`src/rtl/sha_pkg.sv`:
```
// SHA-256 hasher package: shared types, constants and a rotate function.
// No dependencies.
package sha_pkg;

   typedef enum logic [2:0] {
      ST_IDLE,
      ST_ROUND,
      ST_ADD,
      ST_PAD,
      ST_EMIT
   } state_type;

   typedef struct packed {
      logic [7:0] data_byte;
      logic       byte_present;
      logic       end_of_message;
   } item_type;

   localparam logic [31:0] H_INIT [0:7] = '{
      32'h6a09e667, 32'hbb67ae85, 32'h3c6ef372, 32'ha54ff53a,
      32'h510e527f, 32'h9b05688c, 32'h1f83d9ab, 32'h5be0cd19};

   localparam logic [7:0] PAD_BYTE = 8'h80;

   localparam logic [31:0] K_TAB [0:63] = '{
      32'h428a2f98, 32'h71374491, 32'hb5c0fbcf, 32'he9b5dba5,
      32'h3956c25b, 32'h59f111f1, 32'h923f82a4, 32'hab1c5ed5,
      32'hd807aa98, 32'h12835b01, 32'h243185be, 32'h550c7dc3,
      32'h72be5d74, 32'h80deb1fe, 32'h9bdc06a7, 32'hc19bf174,
      32'he49b69c1, 32'hefbe4786, 32'h0fc19dc6, 32'h240ca1cc,
      32'h2de92c6f, 32'h4a7484aa, 32'h5cb0a9dc, 32'h76f988da,
      32'h983e5152, 32'ha831c66d, 32'hb00327c8, 32'hbf597fc7,
      32'hc6e00bf3, 32'hd5a79147, 32'h06ca6351, 32'h14292967,
      32'h27b70a85, 32'h2e1b2138, 32'h4d2c6dfc, 32'h53380d13,
      32'h650a7354, 32'h766a0abb, 32'h81c2c92e, 32'h92722c85,
      32'ha2bfe8a1, 32'ha81a664b, 32'hc24b8b70, 32'hc76c51a3,
      32'hd192e819, 32'hd6990624, 32'hf40e3585, 32'h106aa070,
      32'h19a4c116, 32'h1e376c08, 32'h2748774c, 32'h34b0bcb5,
      32'h391c0cb3, 32'h4ed8aa4a, 32'h5b9cca4f, 32'h682e6ff3,
      32'h748f82ee, 32'h78a5636f, 32'h84c87814, 32'h8cc70208,
      32'h90befffa, 32'ha4506ceb, 32'hbef9a3f7, 32'hc67178f2};

   function automatic logic [31:0] rotr(input logic [31:0] x, input int n);
      rotr = (x >> n) | (x << (32 - n));
   endfunction

endpackage

```
`src/rtl/sha_front.sv`:
```
// Input stage: registers accepted transactions and offers them to the core.
// Depends on sha_pkg.
module sha_front (
   input  logic              clock,
   input  logic              reset,
   input  logic              in_valid,
   output logic              in_ready,
   input  sha_pkg::item_type in_item,
   output logic              out_valid,
   input  logic              out_ready,
   output sha_pkg::item_type out_item
);
   import sha_pkg::*;

   localparam int DEPTH = 2;

   item_type      buf_ff [0:DEPTH-1];
   logic          wr_ff, wr_in, rd_ff, rd_in;
   logic [1:0]    cnt_ff, cnt_in;
   logic          push, pop;

   assign in_ready  = (cnt_ff != 2'(DEPTH));
   assign out_valid = (cnt_ff != 2'd0);
   assign out_item  = buf_ff[rd_ff];
   assign push      = in_valid & in_ready;
   assign pop       = out_valid & out_ready;

   always_comb begin
      wr_in  = push ? ~wr_ff : wr_ff;
      rd_in  = pop ? ~rd_ff : rd_ff;
      cnt_in = cnt_ff + 2'(push) - 2'(pop);
   end

   always_ff @(posedge clock) begin
      if (reset) begin
         wr_ff  <= 1'b0;
         rd_ff  <= 1'b0;
         cnt_ff <= 2'd0;
      end else begin
         wr_ff  <= wr_in;
         rd_ff  <= rd_in;
         cnt_ff <= cnt_in;
      end
      if (push) begin
         buf_ff[wr_ff] <= in_item;
      end
   end

endmodule

```
`src/rtl/sha_core.sv`:
```
// Back end: block assembly, padding, 64 compression rounds and digest output.
// Depends on sha_pkg.
module sha_core (
   input  logic              clock,
   input  logic              reset,
   input  logic              in_valid,
   output logic              in_ready,
   input  sha_pkg::item_type in_item,
   output logic              rsp_valid,
   input  logic              rsp_ready,
   output logic [31:0]       rsp_digest_word,
   output logic [2:0]        rsp_word_number,
   output logic              rsp_last_word
);
   import sha_pkg::*;

   state_type     state_ff, state_in;
   logic [6:0]    fill_ff, fill_in;
   logic [63:0]   len_ff, len_in;
   logic [31:0]   h_ff [0:7];
   logic [31:0]   v_ff [0:7];
   logic [31:0]   w_ff [0:15];
   logic [5:0]    rnd_ff, rnd_in;
   logic          fin_ff, fin_in;
   logic          more_ff, more_in;
   logic          pad_ff, pad_in;
   logic [2:0]    wn_ff, wn_in;

   logic          take, start, load_blk, do_pad, pad_second, do_add;
   logic [5:0]    pos;
   logic [31:0]   w_new, wt, t1, t2, s0, s1, ch, mj, g0, g1;

   assign take     = in_valid & in_ready;
   assign in_ready = (state_ff == ST_IDLE);
   assign pos      = fill_ff[5:0];

   always_comb begin
      g0 = rotr(w_ff[1], 7) ^ rotr(w_ff[1], 18) ^ (w_ff[1] >> 3);
      g1 = rotr(w_ff[14], 17) ^ rotr(w_ff[14], 19) ^ (w_ff[14] >> 10);
      w_new = w_ff[0] + g0 + w_ff[9] + g1;
      wt = w_ff[0];
      s1 = rotr(v_ff[4], 6) ^ rotr(v_ff[4], 11) ^ rotr(v_ff[4], 25);
      ch = (v_ff[4] & v_ff[5]) ^ (~v_ff[4] & v_ff[6]);
      t1 = v_ff[7] + s1 + ch + K_TAB[rnd_ff] + wt;
      s0 = rotr(v_ff[0], 2) ^ rotr(v_ff[0], 13) ^ rotr(v_ff[0], 22);
      mj = (v_ff[0] & v_ff[1]) ^ (v_ff[0] & v_ff[2]) ^ (v_ff[1] & v_ff[2]);
      t2 = s0 + mj;
   end

   always_comb begin
      state_in   = state_ff;
      fill_in    = fill_ff;
      len_in     = len_ff;
      rnd_in     = rnd_ff;
      fin_in     = fin_ff;
      more_in    = more_ff;
      pad_in     = pad_ff;
      wn_in      = wn_ff;
      start      = 1'b0;
      do_pad     = 1'b0;
      pad_second = 1'b0;
      do_add     = 1'b0;
      load_blk   = 1'b0;
      case (state_ff)
         ST_IDLE: begin
            if (take) begin
               load_blk = in_item.byte_present;
               fin_in   = in_item.end_of_message;
               if (in_item.byte_present) begin
                  len_in  = len_ff + 64'd8;
                  fill_in = fill_ff + 7'd1;
               end
               if (in_item.byte_present && fill_ff == 7'd63) begin
                  fill_in  = 7'd0;
                  start    = 1'b1;
                  state_in = ST_ROUND;
               end else if (in_item.end_of_message) begin
                  state_in = ST_PAD;
               end
            end
         end
         ST_PAD: begin
            do_pad = 1'b1;
            start  = 1'b1;
            pad_in = 1'b1;
            more_in = (pos >= 6'd56);
            state_in = ST_ROUND;
         end
         ST_ROUND: begin
            rnd_in = rnd_ff + 6'd1;
            if (rnd_ff == 6'd63) begin
               state_in = ST_ADD;
            end
         end
         ST_ADD: begin
            do_add = 1'b1;
            if (more_ff) begin
               more_in    = 1'b0;
               pad_second = 1'b1;
               start      = 1'b1;
               state_in   = ST_ROUND;
            end else if (fin_ff && pad_ff) begin
               wn_in    = 3'd0;
               state_in = ST_EMIT;
            end else if (fin_ff) begin
               state_in = ST_PAD;
            end else begin
               state_in = ST_IDLE;
            end
         end
         ST_EMIT: begin
            if (rsp_ready) begin
               wn_in = wn_ff + 3'd1;
               if (wn_ff == 3'd7) begin
                  fin_in   = 1'b0;
                  pad_in   = 1'b0;
                  fill_in  = 7'd0;
                  len_in   = 64'd0;
                  state_in = ST_IDLE;
               end
            end
         end
         default: state_in = ST_IDLE;
      endcase
   end

   assign rsp_valid       = (state_ff == ST_EMIT);
   assign rsp_digest_word = h_ff[wn_ff];
   assign rsp_word_number = wn_ff;
   assign rsp_last_word   = (wn_ff == 3'd7);

   always_ff @(posedge clock) begin
      if (reset) begin
         state_ff <= ST_IDLE;
         fill_ff  <= 7'd0;
         len_ff   <= 64'd0;
         rnd_ff   <= 6'd0;
         fin_ff   <= 1'b0;
         more_ff  <= 1'b0;
         pad_ff   <= 1'b0;
         wn_ff    <= 3'd0;
         for (int k = 0; k < 8; k++) begin
            h_ff[k] <= H_INIT[k];
         end
      end else begin
         state_ff <= state_in;
         fill_ff  <= fill_in;
         len_ff   <= len_in;
         rnd_ff   <= start ? 6'd0 : rnd_in;
         fin_ff   <= fin_in;
         more_ff  <= more_in;
         pad_ff   <= pad_in;
         wn_ff    <= wn_in;
         if (do_add) begin
            for (int k = 0; k < 8; k++) begin
               h_ff[k] <= h_ff[k] + v_ff[k];
            end
         end else if (state_ff == ST_EMIT && rsp_ready && wn_ff == 3'd7) begin
            for (int k = 0; k < 8; k++) begin
               h_ff[k] <= H_INIT[k];
            end
         end
      end
   end

   // The schedule window holds the incoming block bytes while the core is idle.
   always_ff @(posedge clock) begin
      if (state_ff == ST_ROUND) begin
         for (int t = 0; t < 15; t++) begin
            w_ff[t] <= w_ff[t+1];
         end
         w_ff[15] <= w_new;
      end else if (pad_second) begin
         for (int t = 0; t < 16; t++) begin
            w_ff[t] <= (t >= 14) ? len_ff[(15-t)*32 +: 32] : 32'd0;
         end
      end else if (do_pad) begin
         for (int t = 0; t < 16; t++) begin
            for (int b = 0; b < 4; b++) begin
               if (6'(4*t+b) == pos) begin
                  w_ff[t][31-8*b -: 8] <= PAD_BYTE;
               end else if (6'(4*t+b) > pos) begin
                  w_ff[t][31-8*b -: 8] <= (pos < 6'd56 && t >= 14) ?
                     len_ff[(63-4*t-b)*8 +: 8] : 8'd0;
               end
            end
         end
      end else if (load_blk) begin
         for (int b = 0; b < 4; b++) begin
            if (pos[1:0] == 2'(b)) begin
               w_ff[pos[5:2]][31-8*b -: 8] <= in_item.data_byte;
            end
         end
      end
      if (start) begin
         for (int k = 0; k < 8; k++) begin
            v_ff[k] <= do_add ? h_ff[k] + v_ff[k] : h_ff[k];
         end
      end else if (state_ff == ST_ROUND) begin
         v_ff[7] <= v_ff[6];
         v_ff[6] <= v_ff[5];
         v_ff[5] <= v_ff[4];
         v_ff[4] <= v_ff[3] + t1;
         v_ff[3] <= v_ff[2];
         v_ff[2] <= v_ff[1];
         v_ff[1] <= v_ff[0];
         v_ff[0] <= t1 + t2;
      end
   end

endmodule

```
`src/rtl/sha256_message_hasher.sv`:
```
// SHA-256 message hasher top level.
// Depends on sha_pkg, sha_front and sha_core.
//
// Usage: message bytes enter on the req_ channel, one per transaction, with
// req_end_of_message on the last. An end transaction without a byte closes
// the message (or gives the empty-message digest when nothing came before).
// The digest leaves on the rsp_ channel as eight 32-bit words, word 0 first,
// rsp_last_word marking word 7.
// The 64th byte of a block starts the 64 rounds of the single shared round
// unit and then the chaining addition, during which the input queue of two
// entries fills and then holds off req_ready. An end transaction adds a
// padding step and the rounds and chaining addition of each final block
// (one or two), then the eight output words.
// A stalled receiver holds the current word; the core waits until it is taken.
// Reset clears the queue, the length and fill counts and loads the standard
// initial hash values; the schedule window needs no clearing.
module sha256_message_hasher (
   input  logic        clock,
   input  logic        reset,
   input  logic        req_valid,
   output logic        req_ready,
   input  logic [7:0]  req_data_byte,
   input  logic        req_byte_present,
   input  logic        req_end_of_message,
   output logic        rsp_valid,
   input  logic        rsp_ready,
   output logic [31:0] rsp_digest_word,
   output logic [2:0]  rsp_word_number,
   output logic        rsp_last_word
);
   import sha_pkg::*;

   item_type in_item, q_item;
   logic     q_valid, q_ready;

   assign in_item = '{data_byte: req_data_byte, byte_present: req_byte_present,
                      end_of_message: req_end_of_message};

   sha_front u_front (
      .clock, .reset,
      .in_valid(req_valid), .in_ready(req_ready), .in_item(in_item),
      .out_valid(q_valid), .out_ready(q_ready), .out_item(q_item)
   );

   sha_core u_core (
      .clock, .reset,
      .in_valid(q_valid), .in_ready(q_ready), .in_item(q_item),
      .rsp_valid, .rsp_ready, .rsp_digest_word, .rsp_word_number, .rsp_last_word
   );

   a_last_is_seven: assert property (@(posedge clock) disable iff (reset)
      rsp_valid |-> (rsp_last_word == (rsp_word_number == 3'd7)))
      else $error("last word flag does not match word number");

   a_word_order: assert property (@(posedge clock) disable iff (reset)
      (rsp_valid && rsp_ready && !rsp_last_word) |=>
         (rsp_valid && rsp_word_number == $past(rsp_word_number) + 3'd1))
      else $error("digest words out of order");

   a_no_take_while_emit: assert property (@(posedge clock) disable iff (reset)
      rsp_valid |-> !q_ready)
      else $error("core accepted a transaction while emitting");

endmodule
```
`config.mk`:
```
export PLATFORM = sky130hd
export DESIGN_NAME = sha256_message_hasher
export DESIGN_NICKNAME = d
export VERILOG_FILES = /design/src/rtl/sha_pkg.sv /design/src/rtl/sha_front.sv /design/src/rtl/sha_core.sv /design/src/rtl/sha256_message_hasher.sv
export SDC_FILE = /design/constraint.sdc
export NUM_CORES = 2
export LEC_CHECK = 0
export BUFFER_PORTS_ARGS = -buffer_cell sky130_fd_sc_hd__buf_2
export CELL_PAD_IN_SITES_DETAIL_PLACEMENT = 0
export CELL_PAD_IN_SITES_GLOBAL_PLACEMENT = 1
export CORE_MARGIN = 5
export CORE_UTILIZATION = 46
export CTS_CLUSTER_DIAMETER = 60
export DETAILED_ROUTE_END_ITERATION = 8
export HOLD_SLACK_MARGIN = 0.03
export PLACE_DENSITY = 0.88
export SYNTH_ARGS = -nofsm -noshare
export SYNTH_HDL_FRONTEND = slang
export SYNTH_SLANG_ARGS = --single-unit
```
`constraint.sdc`:
```
create_clock -name clock -period 13.8 [get_ports clock]
set_input_delay 1.38 -clock clock [delete_from_list [all_inputs] [get_ports clock]]
set_output_delay 1.38 -clock clock [all_outputs]
set_load 0.05 [all_outputs]
```
== Yosys cells after proc, flatten, opt, wreduce, memory -nomap -nowiden ==
Memories as Yosys holds them, arrays and structs flattened. A register that Yosys moved wholly into a read port is not among the register bits.
Index checks and enable logic that the tools add are counted.
Word-level totals
  flip-flop bits (word level): 90
  latch bits: 0
  RAM bits: 1044
  bits in read-only memories: 2048
  bits of input ports: 14
  output and inout bits: 38
  word-level logic and storage cells: 1391
  memories kept: 5
Memory list
  (no name shown): words 64, bits a word 32, read ports 1, clocked after Yosys merged registers in 0, write ports 0, RTL line sha_core.sv:44  | t1 = v_ff[7] + s1 + ch + K_TAB[rnd_ff] + wt;
  u_core.w_ff: words 16, bits a word 32, read ports 16, clocked after Yosys merged registers in 0, write ports 16, RTL line sha_core.sv:22  | logic [31:0] w_ff [0:15];
  u_core.h_ff: words 8, bits a word 32, read ports 9, clocked after Yosys merged registers in 1, write ports 8, RTL line sha_core.sv:20  | logic [31:0] h_ff [0:7];
  u_core.v_ff: words 8, bits a word 32, read ports 8, clocked after Yosys merged registers in 0, write ports 8, RTL line sha_core.sv:21  | logic [31:0] v_ff [0:7];
  u_front.buf_ff: words 2, bits a word 10, read ports 1, clocked after Yosys merged registers in 1, write ports 1, RTL line sha_front.sv:17  | item_type buf_ff [0:DEPTH-1];
Cells by class
  add/sub/neg operators: 24
  multiply operators: 0
  divide/modulo/power cells: 0
  $lt $le $gt $ge: 67
  eq/ne operators: 83
  shifts and indexed selects: 0
  muxes and demuxes: 981
  bitwise gates (word level): 200
  reductions and logical operators: 20
Operators with widths (number)
  $mux W32: 51
  $mux W8: 136
  $mux W1: 761
  $add A32 B32 Y32: 18
  $xor A32 B32 Y32: 9
  $mux W64: 4
  $eq A6 B6 Y1 const A: 32
  $gt A6 B6 Y1 const A: 32
  $or A1 B1 Y1: 168
  $and A32 B32 Y32: 5
  $pmux W64 S2: 1
  $eq A5 B6 Y1 const A: 16
  $gt A5 B6 Y1 const A: 16
  $add A64 B4 Y64 const B: 1
  $eq A4 B6 Y1 const A: 8
  $gt A4 B6 Y1 const A: 8
  $mux W3: 13
  $mux W7: 5
  $not A32 Y32: 1
  $or A10 B32 Y32: 1
  $or A13 B32 Y32: 1
  $or A14 B32 Y32: 1
  $or A15 B32 Y32: 1
  $or A19 B32 Y32: 1
  other kinds (51): 85

== Depth between registers and ports, before layout ==
  depth in word-level cells: 11
  gate-level depth with buffers: 43
  gate-level depth less buffers: 40

== By module ==
From an unflattened synthesis, not the netlist that was laid out.
Unflattened totals
  cells, all modules: 8125
  area total of the unflattened synthesis: 78019.8 um2
By module, submodules not included
  sha_core: instances 1, cells an instance 8070, area an instance 77063.9 um2, seq. area each 30869.6 um2
  sha_front: instances 1, cells an instance 55, area an instance 955.9 um2, seq. area each 700.7 um2

== Worst setup path before layout ==
OpenSTA, ideal clock, no wires.
  path kind: reg2reg
  from: reg u_core.fill_ff[0]
  to: mem u_core.v_ff[0][0] (enable)
  library setup time: 0.939 ns
  data arrival time: 13.371 ns
  data required time: 12.861 ns
  path slack: -0.510 ns
  cell stages (with the launch flop): 7
  buffers on the path: 1
  clock period less this slack: 14.310 ns
  cells stage by stage: dfxtp_1 ha_1 and3_1 clkbuf_1 nand2_1 or3_1 o211ai_1
RTL lines
  start, declared: RTL line sha_core.sv:18  | logic [6:0] fill_ff, fill_in;
  start signal, assigned: RTL line sha_core.sv:147  | fill_ff <= fill_in;
  end, declared: RTL line sha_core.sv:21

==> run summary <==
CTS tree: yes
Syn Area/Cell: 9.39 um^2
Crit-path slowest cell: ha_1
die height: 422 um
final worst-path cycle share: 78.7%
cells after synthesis: 8310
area share of the largest cell type after synthesis: 34.0%
number of global-route vias before repair: 63400
most frequent cells after synthesis: nand2_1 (978), edfxtp_1 (884), nor2_1 (737), a21oi_1 (733), o21ai_0 (717)
worst slew pin tran: 1.39 ns
io pins: 52
Core ar.: 169000 um^2
hold crit path type: reg2reg
Synth Flop Type: edfxtp_1
RSZ-0062 raised after global routing: false
GRT Total Usage: 30.4%
CTS clk-pin slew, worst paths: 0.06 ns
Layout Nets: 8746
failing checks: design-rule violations
hold_ws: 0.466 ns
Crit. End Element: flip-flop
Mapped Area: 78000 um^2
H-tree levels: 4
Async SR Flop Fraction: 0%
area growth from synthesis to layout: 9.03%
first-pass GRT wire length: 411 mm
Routed wire per std cell: 26.9 um
Initial Util: 46.1%
cell taking the most area after synthesis: edfxtp_1
Max Freq: 0.0921 GHz
initial antenna violation count: 8
post-layout min period: 10.86 ns
unique cell type count in the Yosys netlist: 97
post-CTS sizing: 0
Initial DRC Count: 8113
max-cap viol count: 0
Fillers: 15300
sequential share of the synthesized area: 40.5%
status: complete, but fails checks
Post-Syn Nets: 8918
WP data arrival: 11.34 ns
die area: 178000 um^2
DRC: 6
total CTS buffers: 142
clock buffer depth: 3
most frequent CP cell: fa_1
clk root buf: clkbuf_16
num rows: 151
Die X: 422 um
top cells by area, synth: edfxtp_1 (34%), dfxtp_1 (6.4%), ha_1 (6.4%)
hold_buf cts: 0
DR vias/cell: 6.35
clock latency on the worst-skew pair: 0.79 ns
Startpoint Class: flip-flop
drt total wl: 282 mm
final-report max-slew violation count: 0
CP max stage delay: 0.92 ns
largest net degree at the start of global routing: 174
Setup CP Type: reg2reg
Worst Path Required: 14.28 ns
final setup violation count: 0
vias: 66600
Final Hold Viols: 0
Post-CTS Setup Bufs: 0
EDFF count, synth: 884
number of synthesized register bits: 1135
CP max FO: 21
Max-slew headroom: 6.53%
DP HPWL: 206 mm
TritonRoute pass-1 iters: 9
Final Skew: 0.0348 ns
most common cell in the netlist: nand2_1
share of cells above drive strength 1: 7.17%
Final GP Congestion: 1.02
grt total ovfl: 0
Ys Warns: 0
Buffers on Ports: 51
TritonCTS Sinks: 1135
Routed Antenna Nets: 0
sequential cells by signal (all words and copies together) (netlist names), 2 cells and up, named ones only:
name and count:
u_core.fill_ff 7, u_core.h_ff 256, u_core.len_ff 61, u_core.rnd_ff 6, u_core.rsp_word_number 3, u_core.state_ff 3, u_core.v_ff 256, u_core.w_ff 512
u_front.buf_ff 20, u_front.cnt_ff 2
cells in the final DEF, fill, tap and decap left out, types with 183 or more instances in the layout:
cell      count
dfxtp_1     242
inv_1       416
nand2_1     973
o21ai_0     715
xnor2_1     411
ha_1        398
a21o_1      185
a21oi_1     733
fa_1        195
nor2_1      732
xor2_1      234
nand3_1     183
edfxtp_1    884
per-stage QoR:
stage	TNS, ns	std cells	cell area, um^2	setup WS, ns	util (%)
finish	0	10500	85100	2.94	50.3
global route	0	10500	85100	2.36	50.3
CTS	0	10500	85000	2.96	50.3
detailed placement	0	10200	80400	3.03	47.5
global placement	0	10200	80400	2.99	47.5
floorplan	-84.55	8310	78000	-0.330	-
critical path, delay by kind of cell (launching register included):
family                   cells  cell delay (ns)
AO/OA/AOI/OAI               16             4.02
XOR/XNOR                     2             0.30
adder cells (fa/ha/maj)      8             4.04
buffers and inverters        5             0.82
flip-flops                   1             0.30
AND/OR/NAND/NOR              4             1.05
metal layers:
layer	global-route usage, %	vias to the layer above	share of wire (%)
met5	0	-	0.0075
met1	38.1	32300	38
met3	5.37	837	9.2
li1	-	29600	-
met2	49.2	3767	46
met4	18.6	4	7.5
cell families (layout without fill, tap and decap cells):
family	after synthesis	count (layout)	synth area share, %
AOI/OAI and AO/OA	2420	2420	19.1
xor gates and xnor gates	645	645	7.24
adders and majority gates	616	616	11.7
buffers and inverters	890	837	4.29
DFF	1135	1135	40.5
muxes	178	178	3.50
other	0	9	0
and+or+nand+nor	2426	2426	13.7
layout make-up:
| type | instances | area [um^2] | share of cell area (%) |
|---|---|---|---|
| Multi-Input combinational cell | 6285 | 43300 | 50.9 |
| Sequential cell | 1135 | 31600 | 37.1 |
| Clock buffer | 190 | 3910 | 4.59 |
| Tap cell | 2218 | 2780 | 3.26 |
| Inverter | 417 | 1570 | 1.84 |
| Timing Repair Buffer | 157 | 1110 | 1.31 |
| Clock inverter | 73 | 772 | 0.907 |
| Antenna cell | 9 | 22.5 | 0.0265 |
path summary, 6_finish.rpt:
| path | from | to | slack (ns) | depth (start not counted) |
|---|---|---|---|---|
| setup / recovery | u_core.rnd_ff[1]$_SDFFE_PP0P_ | u_core.v_ff[0][31]$_DFFE_PP_ | 2.94 | 35 |
| hold / removal | u_core.fill_ff[6]$_SDFFE_PP0P_ | u_core.fill_ff[6]$_SDFFE_PP0P_ | 0.47 | 1 |
| setup reg to reg | u_core.rnd_ff[1]$_SDFFE_PP0P_ | u_core.v_ff[0][31]$_DFFE_PP_ | 2.94 | 35 |
| hold reg to reg | u_core.fill_ff[6]$_SDFFE_PP0P_ | u_core.fill_ff[6]$_SDFFE_PP0P_ | 0.47 | 1 |
Power is not shown: default switching activity piles up to over one toggle a cycle in this logic, so the estimate is an artifact.
